`src/hdl/assert_macros.svh`:
```
// assertion macros for the scheduler top level
// no dependencies; included by the top module, which carries concurrent checks
`ifndef ASSERT_MACROS_SVH
`define ASSERT_MACROS_SVH

// same-cycle implication, disabled during reset
`define ASSERT_IMPLIES(label, clk, rst, ante, cons, msg) \
  label: assert property (@(posedge clk) disable iff (rst) (ante) |-> (cons)) \
    else $error(msg);

// next-cycle implication, disabled during reset
`define ASSERT_NEXT(label, clk, rst, ante, cons, msg) \
  label: assert property (@(posedge clk) disable iff (rst) (ante) |=> (cons)) \
    else $error(msg);

`endif

```
`src/hdl/tpq_pkg.sv`:
```
// shared constants, action codes and command type of the job scheduler
// no dependencies; imported by the scheduler modules and interfaces other than tpq_ram
`default_nettype none

package tpq_pkg;

  // ring geometry and field widths
  localparam int QUEUE_DEPTH  = 8;
  localparam int TAG_BITS     = 16;
  localparam int PTR_BITS     = (QUEUE_DEPTH > 1) ? $clog2(QUEUE_DEPTH) : 1;
  localparam int CNT_BITS     = $clog2(QUEUE_DEPTH + 1);
  localparam int TIME_BITS    = 32;
  localparam int ENTRY_BITS   = TAG_BITS + TIME_BITS;

  // statistics formats
  localparam int AVG_BITS     = 40;
  localparam int AVG_FRAC     = 8;
  localparam int AVG_OUT_BITS = 16;
  localparam int PCT_BITS     = 7;
  localparam int PCT_MAX      = 100;
  localparam int PEND_BITS    = 5;
  localparam int PROD_BITS    = 39;

  // average update divides by ten, a byte of dividend per round
  localparam int AVG_DIV      = 10;
  localparam int DIV10_BITS   = 48;
  localparam int DIV10_STEP   = 8;
  localparam int DIV10_ROUNDS = DIV10_BITS / DIV10_STEP;
  localparam int RND_BITS     = $clog2(DIV10_ROUNDS);

  // action codes
  localparam logic [1:0] ACT_ENQUEUE  = 2'd0;
  localparam logic [1:0] ACT_DISPATCH = 2'd1;
  localparam logic [1:0] ACT_FINISH   = 2'd2;
  localparam logic [1:0] ACT_STATS    = 2'd3;

  typedef struct packed {
    logic [1:0]           action;
    logic                 high_priority;
    logic [TAG_BITS-1:0]  job_tag;
    logic [TIME_BITS-1:0] now_ms;
    logic                 gate_closed;
    logic [TIME_BITS-1:0] elapsed_ms;
  } cmd_t;

endpackage

`default_nettype wire

```
`src/hdl/tpq_cmd_if.sv`:
```
// command channel of the job scheduler: valid/ready plus request fields
// depends on tpq_pkg
`default_nettype none

interface tpq_cmd_if;
  import tpq_pkg::*;

  logic                 valid;
  logic                 ready;
  logic [1:0]           action;
  logic                 high_priority;
  logic [TAG_BITS-1:0]  job_tag;
  logic [TIME_BITS-1:0] now_ms;
  logic                 gate_closed;
  logic [TIME_BITS-1:0] elapsed_ms;

  modport source (
    output valid, action, high_priority, job_tag, now_ms, gate_closed, elapsed_ms,
    input  ready
  );
  modport sink (
    input  valid, action, high_priority, job_tag, now_ms, gate_closed, elapsed_ms,
    output ready
  );
endinterface

`default_nettype wire

```
`src/hdl/tpq_res_if.sv`:
```
// result channel of the job scheduler: valid/ready plus result fields
// depends on tpq_pkg
`default_nettype none

interface tpq_res_if;
  import tpq_pkg::*;

  logic                    valid;
  logic                    ready;
  logic                    enqueue_accepted;
  logic                    job_valid;
  logic [TAG_BITS-1:0]     job_out_tag;
  logic [TIME_BITS-1:0]    job_wait_ms;
  logic [AVG_OUT_BITS-1:0] wait_average_ms;
  logic [PCT_BITS-1:0]     busy_percent;
  logic [PEND_BITS-1:0]    pending_total;
  logic                    busy_res;

  modport source (
    output valid, enqueue_accepted, job_valid, job_out_tag, job_wait_ms,
           wait_average_ms, busy_percent, pending_total, busy_res,
    input  ready
  );
  modport sink (
    input  valid, enqueue_accepted, job_valid, job_out_tag, job_wait_ms,
           wait_average_ms, busy_percent, pending_total, busy_res,
    output ready
  );
endinterface

`default_nettype wire

```
`src/hdl/two_priority_job_queue_with_stats.sv`:
```
// Strict-priority two-ring job scheduler with wait and busy statistics.
// Channels: cmd (sink) carries one action per beat: enqueue, dispatch,
// job finished or statistics read; res (source) returns exactly one result
// beat per command, in command order. Both use valid/ready; a beat moves
// when valid and ready are high at a rising edge of clk.
// From the back end's idle state, enqueue, job finished, dispatch with
// nothing eligible and a statistics read on an empty window load the
// result directly; a dispatched job first reads the ring, then a zero
// wait average takes the sample as is and any other runs six rounds of
// the divide-by-ten; other statistics reads wait on the one-bit-per-cycle
// percentage divider. The back end runs one command at a time and takes
// the next once the result register is free.
// A two-entry command queue in front keeps taking beats while a result waits.
// Reset (rst, synchronous) empties both rings, clears busy, the busy sum,
// the wait average and the window start; ring contents are not cleared.
// When the receiver stalls the result holds and the command queue fills.
// depends on tpq_pkg, tpq_cmd_if, tpq_res_if, tpq_front, tpq_back
`default_nettype none
`include "assert_macros.svh"

module two_priority_job_queue_with_stats (
  input  logic      clk,
  input  logic      rst,
  tpq_cmd_if.sink   cmd,
  tpq_res_if.source res
);
  import tpq_pkg::*;

  cmd_t q_cmd;
  logic q_valid;
  logic q_ready;

  // accept and queue commands
  tpq_front u_front (
    .clk     (clk),
    .rst     (rst),
    .cmd     (cmd),
    .q_cmd   (q_cmd),
    .q_valid (q_valid),
    .q_ready (q_ready)
  );

  // execute commands and hold results
  tpq_back u_back (
    .clk       (clk),
    .rst       (rst),
    .cmd       (q_cmd),
    .cmd_valid (q_valid),
    .cmd_ready (q_ready),
    .res       (res)
  );

  // checks
  `ASSERT_IMPLIES(a_pct_cap, clk, rst, res.valid, res.busy_percent <= PCT_BITS'(PCT_MAX), "busy percent above cap")
  `ASSERT_IMPLIES(a_job_busy, clk, rst, res.valid && res.job_valid, res.busy_res, "dispatched job not busy")
  `ASSERT_IMPLIES(a_pend_max, clk, rst, res.valid, res.pending_total <= PEND_BITS'(2 * QUEUE_DEPTH + 1), "pending count too large")
  `ASSERT_IMPLIES(a_one_kind, clk, rst, res.valid, !(res.enqueue_accepted && res.job_valid), "enqueue and dispatch in one result")
  `ASSERT_NEXT(a_queue_hold, clk, rst, q_valid && !q_ready, q_valid, "queued command dropped")

endmodule

`default_nettype wire

```
`src/hdl/tpq_ram.sv`:
```
// generic single-write, single-read ram with registered read data
// no dependencies
`default_nettype none

module tpq_ram #(
  parameter int  WIDTH = 8,
  parameter int  DEPTH = 8,
  localparam int AW    = (DEPTH > 1) ? $clog2(DEPTH) : 1
) (
  input  logic             clk,
  input  logic             we,
  input  logic [AW-1:0]    waddr,
  input  logic [WIDTH-1:0] wdata,
  input  logic [AW-1:0]    raddr,
  output logic [WIDTH-1:0] rdata
);

  logic [WIDTH-1:0] mem [DEPTH];

  // write port
  always_ff @(posedge clk) begin
    if (we) begin
      mem[waddr] <= wdata;
    end
  end

  // registered read port
  always_ff @(posedge clk) begin
    rdata <= mem[raddr];
  end

endmodule

`default_nettype wire

```
`src/hdl/tpq_front.sv`:
```
// front end: takes command beats and holds them in a two-entry queue
// depends on tpq_pkg and tpq_cmd_if
`default_nettype none

module tpq_front (
  input  logic           clk,
  input  logic           rst,
  tpq_cmd_if.sink        cmd,
  output tpq_pkg::cmd_t  q_cmd,
  output logic           q_valid,
  input  logic           q_ready
);
  import tpq_pkg::*;

  cmd_t       ent [2];
  logic       wr_ptr;
  logic       rd_ptr;
  logic [1:0] fill;
  logic       push;
  logic       pop;
  cmd_t       beat;

  // gather the beat fields into one command word
  always_comb begin
    beat.action        = cmd.action;
    beat.high_priority = cmd.high_priority;
    beat.job_tag       = cmd.job_tag;
    beat.now_ms        = cmd.now_ms;
    beat.gate_closed   = cmd.gate_closed;
    beat.elapsed_ms    = cmd.elapsed_ms;
  end

  assign cmd.ready = (fill != 2'd2);
  assign push      = cmd.valid && cmd.ready;
  assign q_valid   = (fill != 2'd0);
  assign pop       = q_valid && q_ready;
  assign q_cmd     = ent[rd_ptr];

  // queue storage
  always_ff @(posedge clk) begin
    if (push) begin
      ent[wr_ptr] <= beat;
    end
  end

  // queue pointers and fill level
  always_ff @(posedge clk) begin
    if (rst) begin
      wr_ptr <= 1'b0;
      rd_ptr <= 1'b0;
      fill   <= 2'd0;
    end else begin
      if (push) begin
        wr_ptr <= ~wr_ptr;
      end
      if (pop) begin
        rd_ptr <= ~rd_ptr;
      end
      if (push && !pop) begin
        fill <= fill + 2'd1;
      end else if (pop && !push) begin
        fill <= fill - 2'd1;
      end
    end
  end

endmodule

`default_nettype wire

```
`src/hdl/tpq_div.sv`:
```
// restoring divider, one quotient bit per cycle, for the busy percentage
// depends on tpq_pkg
`default_nettype none

module tpq_div (
  input  logic                           clk,
  input  logic                           rst,
  input  logic                           start,
  input  logic [tpq_pkg::PROD_BITS-1:0]  dividend,
  input  logic [tpq_pkg::TIME_BITS-1:0]  divisor,
  output logic                           done,
  output logic [tpq_pkg::PROD_BITS-1:0]  quotient
);
  import tpq_pkg::*;

  localparam int STEP_BITS = $clog2(PROD_BITS);

  logic                 running;
  logic [STEP_BITS-1:0] step;
  logic [TIME_BITS:0]   rem;
  logic [PROD_BITS-1:0] quo;
  logic [TIME_BITS-1:0] dsr;
  logic [TIME_BITS:0]   rem_sh;
  logic                 ge;

  // one trial subtraction
  assign rem_sh   = {rem[TIME_BITS-1:0], quo[PROD_BITS-1]};
  assign ge       = (rem_sh >= {1'b0, dsr});
  assign quotient = quo;

  // datapath
  always_ff @(posedge clk) begin
    if (start) begin
      quo <= dividend;
      dsr <= divisor;
      rem <= '0;
    end else if (running) begin
      quo <= {quo[PROD_BITS-2:0], ge};
      rem <= ge ? (rem_sh - {1'b0, dsr}) : rem_sh;
    end
  end

  // iteration control
  always_ff @(posedge clk) begin
    if (rst) begin
      running <= 1'b0;
      step    <= '0;
      done    <= 1'b0;
    end else begin
      done <= 1'b0;
      if (start) begin
        running <= 1'b1;
        step    <= '0;
      end else if (running) begin
        step <= step + STEP_BITS'(1);
        if (step == STEP_BITS'(PROD_BITS - 1)) begin
          running <= 1'b0;
          done    <= 1'b1;
        end
      end
    end
  end

endmodule

`default_nettype wire

```
`src/hdl/tpq_back.sv`:
```
// back end: rings, dispatch, wait average, busy statistics, result register
// depends on tpq_pkg, tpq_res_if, tpq_ram and tpq_div
`default_nettype none

module tpq_back (
  input  logic           clk,
  input  logic           rst,
  input  tpq_pkg::cmd_t  cmd,
  input  logic           cmd_valid,
  output logic           cmd_ready,
  tpq_res_if.source      res
);
  import tpq_pkg::*;

  localparam int SUM_BITS = PTR_BITS + 1;
  localparam int A7_BITS  = AVG_BITS + 3;

  localparam logic [2:0] S_IDLE  = 3'd0;
  localparam logic [2:0] S_READ  = 3'd1;
  localparam logic [2:0] S_AVG   = 3'd2;
  localparam logic [2:0] S_DIV10 = 3'd3;
  localparam logic [2:0] S_PCT   = 3'd4;

  // control state
  logic [2:0]           state, state_next;
  logic [PTR_BITS-1:0]  hi_head, hi_head_next, lo_head, lo_head_next;
  logic [CNT_BITS-1:0]  hi_count, hi_count_next, lo_count, lo_count_next;
  logic                 busy, busy_next;
  logic [TIME_BITS-1:0] busy_sum, busy_sum_next;
  logic [AVG_BITS-1:0]  avg, avg_next;
  logic [TIME_BITS-1:0] window_start, window_start_next;
  logic [RND_BITS-1:0]  rnd, rnd_next;
  logic                 out_valid, out_valid_next;

  // working registers
  cmd_t                 cur, cur_next;
  logic                 from_high, from_high_next;
  logic [TIME_BITS-1:0] wait_ms, wait_next;
  logic [TAG_BITS-1:0]  tag_q, tag_next;
  logic [A7_BITS-1:0]   avg7, avg7_next;
  logic [DIV10_BITS-1:0] dv, dv_next;
  logic [3:0]           rem10, rem10_next;

  // result register
  logic                    o_acc, o_jv, o_busy;
  logic [TAG_BITS-1:0]     o_tag;
  logic [TIME_BITS-1:0]    o_wait;
  logic [AVG_OUT_BITS-1:0] o_avg;
  logic [PCT_BITS-1:0]     o_pct;
  logic [PEND_BITS-1:0]    o_pend;

  // result load
  logic                 load;
  logic                 l_acc, l_jv;
  logic [TAG_BITS-1:0]  l_tag;
  logic [TIME_BITS-1:0] l_wait;
  logic [PCT_BITS-1:0]  l_pct;

  // ring ports
  logic                  hi_we, lo_we;
  logic [PTR_BITS-1:0]   hi_tail, lo_tail;
  logic [SUM_BITS-1:0]   hi_tsum, lo_tsum;
  logic [ENTRY_BITS-1:0] wdata, hi_rd, lo_rd, rd;

  // misc
  logic                  take;
  logic [TIME_BITS:0]    sum33;
  logic [TIME_BITS-1:0]  win;
  logic                  div_start, div_done;
  logic [PROD_BITS-1:0]  div_quo, prod;
  logic [DIV10_STEP+3:0] d10;

  // one round of division by ten over a byte of dividend
  function automatic logic [DIV10_STEP+3:0] div10_round(
    input logic [3:0]            rem_in,
    input logic [DIV10_STEP-1:0] bits
  );
    logic [4:0]            r;
    logic [DIV10_STEP-1:0] q;
    r = {1'b0, rem_in};
    q = '0;
    for (int i = DIV10_STEP - 1; i >= 0; i--) begin
      r    = {r[3:0], bits[i]};
      q[i] = (r >= 5'(AVG_DIV));
      if (q[i]) begin
        r = r - 5'(AVG_DIV);
      end
    end
    return {q, r[3:0]};
  endfunction

  // ring write slots, head plus count wrapped at the depth
  always_comb begin
    hi_tsum = {1'b0, hi_head} + SUM_BITS'(hi_count);
    lo_tsum = {1'b0, lo_head} + SUM_BITS'(lo_count);
    if (hi_tsum >= SUM_BITS'(QUEUE_DEPTH)) begin
      hi_tsum = hi_tsum - SUM_BITS'(QUEUE_DEPTH);
    end
    if (lo_tsum >= SUM_BITS'(QUEUE_DEPTH)) begin
      lo_tsum = lo_tsum - SUM_BITS'(QUEUE_DEPTH);
    end
    hi_tail = hi_tsum[PTR_BITS-1:0];
    lo_tail = lo_tsum[PTR_BITS-1:0];
  end

  assign wdata = {cmd.job_tag, cmd.now_ms};

  tpq_ram #(.WIDTH(ENTRY_BITS), .DEPTH(QUEUE_DEPTH)) u_hi_ring (
    .clk   (clk),
    .we    (hi_we),
    .waddr (hi_tail),
    .wdata (wdata),
    .raddr (hi_head),
    .rdata (hi_rd)
  );

  tpq_ram #(.WIDTH(ENTRY_BITS), .DEPTH(QUEUE_DEPTH)) u_lo_ring (
    .clk   (clk),
    .we    (lo_we),
    .waddr (lo_tail),
    .wdata (wdata),
    .raddr (lo_head),
    .rdata (lo_rd)
  );

  // 100 times the busy sum as shifts and adds
  assign prod = (PROD_BITS'(busy_sum) << 6) + (PROD_BITS'(busy_sum) << 5)
              + (PROD_BITS'(busy_sum) << 2);

  tpq_div u_div (
    .clk      (clk),
    .rst      (rst),
    .start    (div_start),
    .dividend (prod),
    .divisor  (win),
    .done     (div_done),
    .quotient (div_quo)
  );

  assign take      = (state == S_IDLE) && cmd_valid && !out_valid;
  assign cmd_ready = (state == S_IDLE) && !out_valid;
  assign win       = cmd.now_ms - window_start;
  assign sum33     = {1'b0, busy_sum} + {1'b0, cmd.elapsed_ms};
  assign rd        = from_high ? hi_rd : lo_rd;
  assign d10       = div10_round(rem10, dv[DIV10_BITS-1 -: DIV10_STEP]);

  // sequencer
  always_comb begin
    state_next        = state;
    hi_head_next      = hi_head;
    lo_head_next      = lo_head;
    hi_count_next     = hi_count;
    lo_count_next     = lo_count;
    busy_next         = busy;
    busy_sum_next     = busy_sum;
    avg_next          = avg;
    window_start_next = window_start;
    rnd_next          = rnd;
    cur_next          = cur;
    from_high_next    = from_high;
    wait_next         = wait_ms;
    tag_next          = tag_q;
    avg7_next         = avg7;
    dv_next           = dv;
    rem10_next        = rem10;
    hi_we             = 1'b0;
    lo_we             = 1'b0;
    div_start         = 1'b0;
    load              = 1'b0;
    l_acc             = 1'b0;
    l_jv              = 1'b0;
    l_tag             = '0;
    l_wait            = '0;
    l_pct             = '0;

    case (state)
      S_IDLE: begin
        if (take) begin
          cur_next = cmd;
          case (cmd.action)
            ACT_ENQUEUE: begin
              load = 1'b1;
              if (cmd.high_priority) begin
                if (hi_count < CNT_BITS'(QUEUE_DEPTH)) begin
                  hi_we         = 1'b1;
                  hi_count_next = hi_count + CNT_BITS'(1);
                  l_acc         = 1'b1;
                end
              end else begin
                if (lo_count < CNT_BITS'(QUEUE_DEPTH)) begin
                  lo_we         = 1'b1;
                  lo_count_next = lo_count + CNT_BITS'(1);
                  l_acc         = 1'b1;
                end
              end
            end
            ACT_DISPATCH: begin
              if (!busy && hi_count != '0) begin
                from_high_next = 1'b1;
                hi_count_next  = hi_count - CNT_BITS'(1);
                hi_head_next   = (hi_head == PTR_BITS'(QUEUE_DEPTH - 1)) ? '0
                               : hi_head + PTR_BITS'(1);
                busy_next      = 1'b1;
                state_next     = S_READ;
              end else if (!busy && !cmd.gate_closed && lo_count != '0) begin
                from_high_next = 1'b0;
                lo_count_next  = lo_count - CNT_BITS'(1);
                lo_head_next   = (lo_head == PTR_BITS'(QUEUE_DEPTH - 1)) ? '0
                               : lo_head + PTR_BITS'(1);
                busy_next      = 1'b1;
                state_next     = S_READ;
              end else begin
                load = 1'b1;
              end
            end
            ACT_FINISH: begin
              load = 1'b1;
              if (busy) begin
                busy_sum_next = sum33[TIME_BITS] ? '1 : sum33[TIME_BITS-1:0];
                busy_next     = 1'b0;
              end
            end
            ACT_STATS: begin
              busy_sum_next     = '0;
              window_start_next = cmd.now_ms;
              if (win != '0) begin
                div_start  = 1'b1;
                state_next = S_PCT;
              end else begin
                load = 1'b1;
              end
            end
            default: begin
              load = 1'b1;
            end
          endcase
        end
      end

      // ring entry arrives: wait time and 7 times the old average
      S_READ: begin
        wait_next  = cur.now_ms - rd[TIME_BITS-1:0];
        tag_next   = rd[ENTRY_BITS-1:TIME_BITS];
        avg7_next  = (A7_BITS'(avg) << 3) - A7_BITS'(avg);
        state_next = S_AVG;
      end

      // a zero average takes the sample as is, else start the divide by ten
      S_AVG: begin
        if (avg == '0) begin
          avg_next   = AVG_BITS'(wait_ms) << AVG_FRAC;
          load       = 1'b1;
          l_jv       = 1'b1;
          l_tag      = tag_q;
          l_wait     = wait_ms;
          state_next = S_IDLE;
        end else begin
          dv_next    = DIV10_BITS'(avg7)
                     + (DIV10_BITS'(wait_ms) << (AVG_FRAC + 1))
                     + (DIV10_BITS'(wait_ms) << AVG_FRAC);
          rem10_next = '0;
          rnd_next   = '0;
          state_next = S_DIV10;
        end
      end

      S_DIV10: begin
        dv_next    = {dv[DIV10_BITS-DIV10_STEP-1:0], d10[DIV10_STEP+3:4]};
        rem10_next = d10[3:0];
        rnd_next   = rnd + RND_BITS'(1);
        if (rnd == RND_BITS'(DIV10_ROUNDS - 1)) begin
          avg_next   = dv_next[AVG_BITS-1:0];
          load       = 1'b1;
          l_jv       = 1'b1;
          l_tag      = tag_q;
          l_wait     = wait_ms;
          state_next = S_IDLE;
        end
      end

      S_PCT: begin
        if (div_done) begin
          load       = 1'b1;
          l_pct      = (div_quo > PROD_BITS'(PCT_MAX)) ? PCT_BITS'(PCT_MAX)
                     : div_quo[PCT_BITS-1:0];
          state_next = S_IDLE;
        end
      end

      default: begin
        state_next = S_IDLE;
      end
    endcase

    // result register handshake
    out_valid_next = out_valid;
    if (out_valid && res.ready) begin
      out_valid_next = 1'b0;
    end
    if (load) begin
      out_valid_next = 1'b1;
    end
  end

  // control registers
  always_ff @(posedge clk) begin
    if (rst) begin
      state        <= S_IDLE;
      hi_head      <= '0;
      lo_head      <= '0;
      hi_count     <= '0;
      lo_count     <= '0;
      busy         <= 1'b0;
      busy_sum     <= '0;
      avg          <= '0;
      window_start <= '0;
      rnd          <= '0;
      out_valid    <= 1'b0;
    end else begin
      state        <= state_next;
      hi_head      <= hi_head_next;
      lo_head      <= lo_head_next;
      hi_count     <= hi_count_next;
      lo_count     <= lo_count_next;
      busy         <= busy_next;
      busy_sum     <= busy_sum_next;
      avg          <= avg_next;
      window_start <= window_start_next;
      rnd          <= rnd_next;
      out_valid    <= out_valid_next;
    end
  end

  // working registers
  always_ff @(posedge clk) begin
    cur       <= cur_next;
    from_high <= from_high_next;
    wait_ms   <= wait_next;
    tag_q     <= tag_next;
    avg7      <= avg7_next;
    dv        <= dv_next;
    rem10     <= rem10_next;
  end

  // result payload, status fields taken from the state after the step
  always_ff @(posedge clk) begin
    if (load) begin
      o_acc  <= l_acc;
      o_jv   <= l_jv;
      o_tag  <= l_tag;
      o_wait <= l_wait;
      o_pct  <= l_pct;
      o_avg  <= (avg_next[AVG_BITS-1:AVG_FRAC+AVG_OUT_BITS] != '0) ? '1
              : avg_next[AVG_FRAC +: AVG_OUT_BITS];
      o_pend <= PEND_BITS'(hi_count_next) + PEND_BITS'(lo_count_next)
              + PEND_BITS'(busy_next);
      o_busy <= busy_next;
    end
  end

  assign res.valid            = out_valid;
  assign res.enqueue_accepted = o_acc;
  assign res.job_valid        = o_jv;
  assign res.job_out_tag      = o_tag;
  assign res.job_wait_ms      = o_wait;
  assign res.wait_average_ms  = o_avg;
  assign res.busy_percent     = o_pct;
  assign res.pending_total    = o_pend;
  assign res.busy_res         = o_busy;

endmodule

`default_nettype wire
```
`src/flat_wrapper.sv`:
```
// flat-port wrapper written by rule: the top's interface ports become plain ports
module two_priority_job_queue_with_stats_flat import tpq_pkg::*;
  (clk, rst, cmd_valid, cmd_action, cmd_high_priority, cmd_job_tag, cmd_now_ms, cmd_gate_closed, cmd_elapsed_ms, cmd_ready, res_valid, res_enqueue_accepted, res_job_valid, res_job_out_tag, res_job_wait_ms, res_wait_average_ms, res_busy_percent, res_pending_total, res_busy_res, res_ready);
  tpq_cmd_if cmd_i ();
  tpq_res_if res_i ();
  input  logic clk;
  input  logic rst;
  input wire logic [$bits(cmd_i.valid)-1:0] cmd_valid;
  input wire logic [$bits(cmd_i.action)-1:0] cmd_action;
  input wire logic [$bits(cmd_i.high_priority)-1:0] cmd_high_priority;
  input wire logic [$bits(cmd_i.job_tag)-1:0] cmd_job_tag;
  input wire logic [$bits(cmd_i.now_ms)-1:0] cmd_now_ms;
  input wire logic [$bits(cmd_i.gate_closed)-1:0] cmd_gate_closed;
  input wire logic [$bits(cmd_i.elapsed_ms)-1:0] cmd_elapsed_ms;
  output wire logic [$bits(cmd_i.ready)-1:0] cmd_ready;
  output wire logic [$bits(res_i.valid)-1:0] res_valid;
  output wire logic [$bits(res_i.enqueue_accepted)-1:0] res_enqueue_accepted;
  output wire logic [$bits(res_i.job_valid)-1:0] res_job_valid;
  output wire logic [$bits(res_i.job_out_tag)-1:0] res_job_out_tag;
  output wire logic [$bits(res_i.job_wait_ms)-1:0] res_job_wait_ms;
  output wire logic [$bits(res_i.wait_average_ms)-1:0] res_wait_average_ms;
  output wire logic [$bits(res_i.busy_percent)-1:0] res_busy_percent;
  output wire logic [$bits(res_i.pending_total)-1:0] res_pending_total;
  output wire logic [$bits(res_i.busy_res)-1:0] res_busy_res;
  input wire logic [$bits(res_i.ready)-1:0] res_ready;
  assign cmd_i.valid = cmd_valid;
  assign cmd_i.action = cmd_action;
  assign cmd_i.high_priority = cmd_high_priority;
  assign cmd_i.job_tag = cmd_job_tag;
  assign cmd_i.now_ms = cmd_now_ms;
  assign cmd_i.gate_closed = cmd_gate_closed;
  assign cmd_i.elapsed_ms = cmd_elapsed_ms;
  assign cmd_ready = cmd_i.ready;
  assign res_valid = res_i.valid;
  assign res_enqueue_accepted = res_i.enqueue_accepted;
  assign res_job_valid = res_i.job_valid;
  assign res_job_out_tag = res_i.job_out_tag;
  assign res_job_wait_ms = res_i.job_wait_ms;
  assign res_wait_average_ms = res_i.wait_average_ms;
  assign res_busy_percent = res_i.busy_percent;
  assign res_pending_total = res_i.pending_total;
  assign res_busy_res = res_i.busy_res;
  assign res_i.ready = res_ready;
  two_priority_job_queue_with_stats u_core (.clk(clk), .rst(rst), .cmd(cmd_i), .res(res_i));
endmodule
```
`config.mk`:
```
export PLATFORM = sky130hd
export DESIGN_NAME = two_priority_job_queue_with_stats_flat
export DESIGN_NICKNAME = d
export VERILOG_FILES = /design/src/hdl/tpq_pkg.sv /design/src/hdl/tpq_cmd_if.sv /design/src/hdl/tpq_res_if.sv /design/src/hdl/two_priority_job_queue_with_stats.sv /design/src/hdl/tpq_ram.sv /design/src/hdl/tpq_front.sv /design/src/hdl/tpq_div.sv /design/src/hdl/tpq_back.sv /design/src/flat_wrapper.sv
export VERILOG_INCLUDE_DIRS = /design/src /design/src/hdl
export SDC_FILE = /design/constraint.sdc
export NUM_CORES = 2
export LEC_CHECK = 0
export ABC_AREA = 1
export BUFFER_PORTS_ARGS = -buffer_cell sky130_fd_sc_hd__buf_2
export CORE_MARGIN = 2
export CORE_UTILIZATION = 40
export DETAILED_ROUTE_END_ITERATION = 10
export PLACE_DENSITY = 0.51
export SETUP_SLACK_MARGIN = 0.15
export SLEW_MARGIN = 20
export SYNTH_ARGS = -nofsm -noshare
export SYNTH_HDL_FRONTEND = slang
export SYNTH_SLANG_ARGS = --single-unit
```
`constraint.sdc`:
```
create_clock -name clk -period 19.6 [get_ports clk]
set_clock_uncertainty 0.15 [all_clocks]
set_input_delay 2.94 -clock clk [delete_from_list [all_inputs] [get_ports clk]]
set_output_delay 2.94 -clock clk [all_outputs]
set_load 0.005 [all_outputs]
```
==> impl_summary.md <==
GRT
The wire length of the first global-routing pass is 289,000 um. The global router's overall resource usage is 0.221. The initial antenna violation count was 19. For this run the aggregate overflow at the end of global routing stands at 0. The via count of the first global-routing pass is 44.8k. Entering global routing, the biggest net connects 142 pins.

Timing
Setup violations remaining at the end of the flow were counted as 0. The number of pins with negative max-slew slack in the final report is 0. The maximum clock rate is 122 MHz. The routed design could run at a clock period as short as 8200 ps.

The number of hold violations in the final report is 0. The setup TNS is 0 ps. Setup repair after global routing left no endpoint under its margin. The transition at the pin with the smallest max-transition slack is 1150 ps.

The share of the clock period used by the worst path is 0.418. The normalized max-slew margin is 0.225.

Synth
The synthesized design spends more area on one cell type than any other, namely edfxtp_1. Yosys mapped a number of flops with a built-in enable equal to 1,262. In this run the cell area of the synthesized design comes to 0.0692 mm2. Sorting the synthesized cells by how often they occur yields edfxtp_1 (1,262), nor2_1 (964), nand2_1 (794).

The number of nets handed over by synthesis was 6,713. The count of distinct cell types in the synthesized netlist is 63. The total of warnings raised by yosys is 0.

The proportion of register bits with asynchronous set or reset after synthesis is 0. The fraction of synthesized cell area taken by the top area cell type is 0.547. The most repeated cell in the gate-level netlist after synthesis is edfxtp_1. The mean instance size in the synthesized netlist is 11.0 um2. Synthesis inferred 1,529 register bits.

For this run, the register share of the synthesized area comes to 0.625. After technology mapping, the gate count stands at 6,290. By area the synthesized netlist is led by edfxtp_1 (55%), dfxtp_1 (7.7%), nor2_1 (5.2%), ha_1 (4.8%), o21ai_0 (4.7%). For this run, the leading register cell type out of synthesis is edfxtp_1.

Worst setup path
STA classifies the critical path startpoint as a flip-flop. The number of cells on the worst reg-to-reg path is 22. The data required time of the critical path is 19,770 ps. The highest fanout seen on the critical path is 74.

The largest incremental delay on the critical path is 770 ps. For the worst setup path, the data arrival time is 8370 ps. The worst setup path is of the reg2reg kind. The slowest stage of the critical path belongs to the cell clkinv_2. The critical path endpoint category is a flip-flop. The critical path goes through clkinv_2 -> or2_2 -> o21ai_0 -> inv_1 -> ha_1 -> nand3b_1 -> nand2_1 -> a21oi_1 -> o21bai_1 -> a21boi_1 -> inv_1 -> nand2_1 -> o211ai_1 -> a21boi_1 -> o21ai_0 -> xnor2_1 -> nand3_1 -> nor4_1 -> nand4_1 -> nand2_4 -> buf_4 -> nand2_2.

Drt
The post-route antenna net violation count is 0. The number of DRC violations after detailed-routing iteration 0 is 3,959. After detailed routing, the number of remaining DRC violations is 0. The routed via count divided by cell count is 5.23. The detailed-route wire length is 196,000 um. In the final routed layout, each cell accounts on average for 21.9 um. The total iterations of the first detailed-routing run is 5. The total number of vias is 46.6k.

Placed design
In this run the tool buffered the top-level ports with 168 buffer cells. Summed over all nets, the half-perimeter wirelength after detailed placement is 122,000 um. At the end of routability-driven placement, the weighted congestion stood at 0.900.

Pwr
The power density of the placed cells is 165 mW/mm2. The total power draw is 12.9 mW. The largest voltage drop on the vdd net is 0.000104 V.

For this design the static power due to leakage is 30.1 nW.

CTS
Clock tree synthesis selected as its root buffer the cell clkbuf_16. The clock-pin slew of the registers on the worst-case setup and hold paths is 60 ps. The CTS tree is built. The H-tree was split into 4 levels. The maximum count of clock buffers along a single path is 3. The post-CTS setup buffer count is 0.

The clock latency on the worst-skew pair is 820 ps. Hold repair after CTS inserted 0 buffers. The number of sinks handled by clock tree synthesis is 1,529. The number of clock buffers added by TritonCTS is 168. In this run, post-CTS repair resized a total of 0 instances.

Floorplanning
The initial utilization of the core area, before any placement, comes to 0.403. The cell row count is 152. The I/O pin count is 169. The overall die area is 0.176 mm2. From bottom edge to top edge, the die measures 420 um. In this run the standard cell core region covers 0.172 mm2. The die span in x is 420 um.

Finish
The synthesis-to-layout area growth is 13.4%. The count of fill cells added during filler insertion is 15.9k. The layout cell share with drive strength beyond 1 is 0.0976. The final net count is 6,877.

Flow run
The tool flagged a number of max-cap violations equal to 0.

Run status
The flow ran to the end, and the final reports show no timing, DRC or antenna violations.

Min path
The number of cells on the worst hold path is 2. The kind of path behind the tightest hold check is reg2reg. In this run the most critical hold path is launched from u_core.u_back.window_start[19].
per-layer routing:
metal | part of all wire | GRT usage | up-vias
met2 | 0.48 | 0.372 | 1159
li1 | - | - | 22400
met4 | 0.029 | 0.0719 | 0
met1 | 0.44 | 0.295 | 22800
met5 | 0 | 0 | -
met3 | 0.047 | 0.0277 | 290
per-stage QoR:
| step | setup WS, ps | hold WS (ps) | cell area [um2] | std cells | util |
|---|---|---|---|---|---|
| after global routing | 10710 | 327 | 78500 | 8915 | 0.457 |
| final | 11400 | 314 | 78500 | 8916 | 0.457 |
| after detailed placement | 11360 | 306 | 72800 | 8593 | 0.424 |
| after CTS | 11340 | 315 | 78400 | 8907 | 0.457 |
| after floorplan | 12220 | 285 | 69200 | 6290 | - |
| after global placement | 11480 | 301 | 72800 | 8592 | 0.424 |
state kept, by name, summed over array words and instances, names as in the netlist, 39 cells and up, named ones only:
| signal | count |
|---|---|
| u_core.u_front.ent | 168 |
| u_core.u_back.u_hi_ring.rdata | 48 |
| u_core.u_back.u_lo_ring.mem | 384 |
| u_core.u_back.avg7 | 43 |
| u_core.u_back.u_hi_ring.mem | 384 |
| u_core.u_back.avg | 40 |
| u_core.u_back.u_div.quotient | 39 |
| u_core.u_back.dv | 48 |
| u_core.u_back.u_lo_ring.rdata | 48 |
cell usage in the layout, fill, tap and decap left out, drive strengths merged, types with 30 or more instances in the layout:
cell,count
nand4,39
dfxtp,267
buf,242
xnor2,109
edfxtp,1262
inv,496
a31oi,121
a21oi,381
nand2,833
clkbuf,244
xor2,116
nand3,96
clkinv,58
nor2,966
o22ai,107
fa,69
ha,266
mux2i,30
o21ai,668
kinds of logic (layout without fill, tap and decap cells):
group | count (synthesis) | in the layout | share of synthesized area
XOR/XNOR | 225 | 225 | 0.0285
AO/OA/AOI/OAI | 1414 | 1414 | 0.113
AND/OR/NAND/NOR | 1996 | 1996 | 0.118
other | 0 | 8 | 0
flip-flops | 1529 | 1529 | 0.625
buffers and inverters | 744 | 1052 | 0.0410
adder cells (fa/ha/maj) | 335 | 335 | 0.0680
multiplexers | 47 | 47 | 0.00710
power by group:
group          internal [mW]  switching [mW]  total (mW)  leakage, nW
Clock                   1.86            1.34        3.19         2.76
Sequential              4.57           0.280        4.85         13.7
Combinational           1.60            3.28        4.88         13.6
Total                   8.02            4.90        12.9         30.1
worst max-delay path: cells and delay by family (launching register included):
family          cells  cell delay [ps]
compound gates      7             1460
xor+xnor            1              220
fa+ha+maj           1              360
buf+inv             4             1790
flops               1              730
simple gates        9             2890
worst paths after layout:
kind | slack, ps | to
max | 11400 | u_core.u_back.u_div.quotient[26]
min | 310 | u_core.u_back.window_start[19]
max reg2reg | 11400 | u_core.u_back.u_div.quotient[26]
min reg2reg | 310 | u_core.u_back.window_start[19]
layout make-up:
cell class              instances  area (um2)  area share
diodes                          8        20.0    0.000255
clock inverters                70         813      0.0104
well taps                    2310        2890      0.0368
clock buffers                 244        4820      0.0614
inverters                     496        1890      0.0241
repair buffers                242        1460      0.0187
multi-input cells            4017       23300       0.297
flip-flops and latches       1529       43300       0.551
Power figures use the tool's default switching activity.
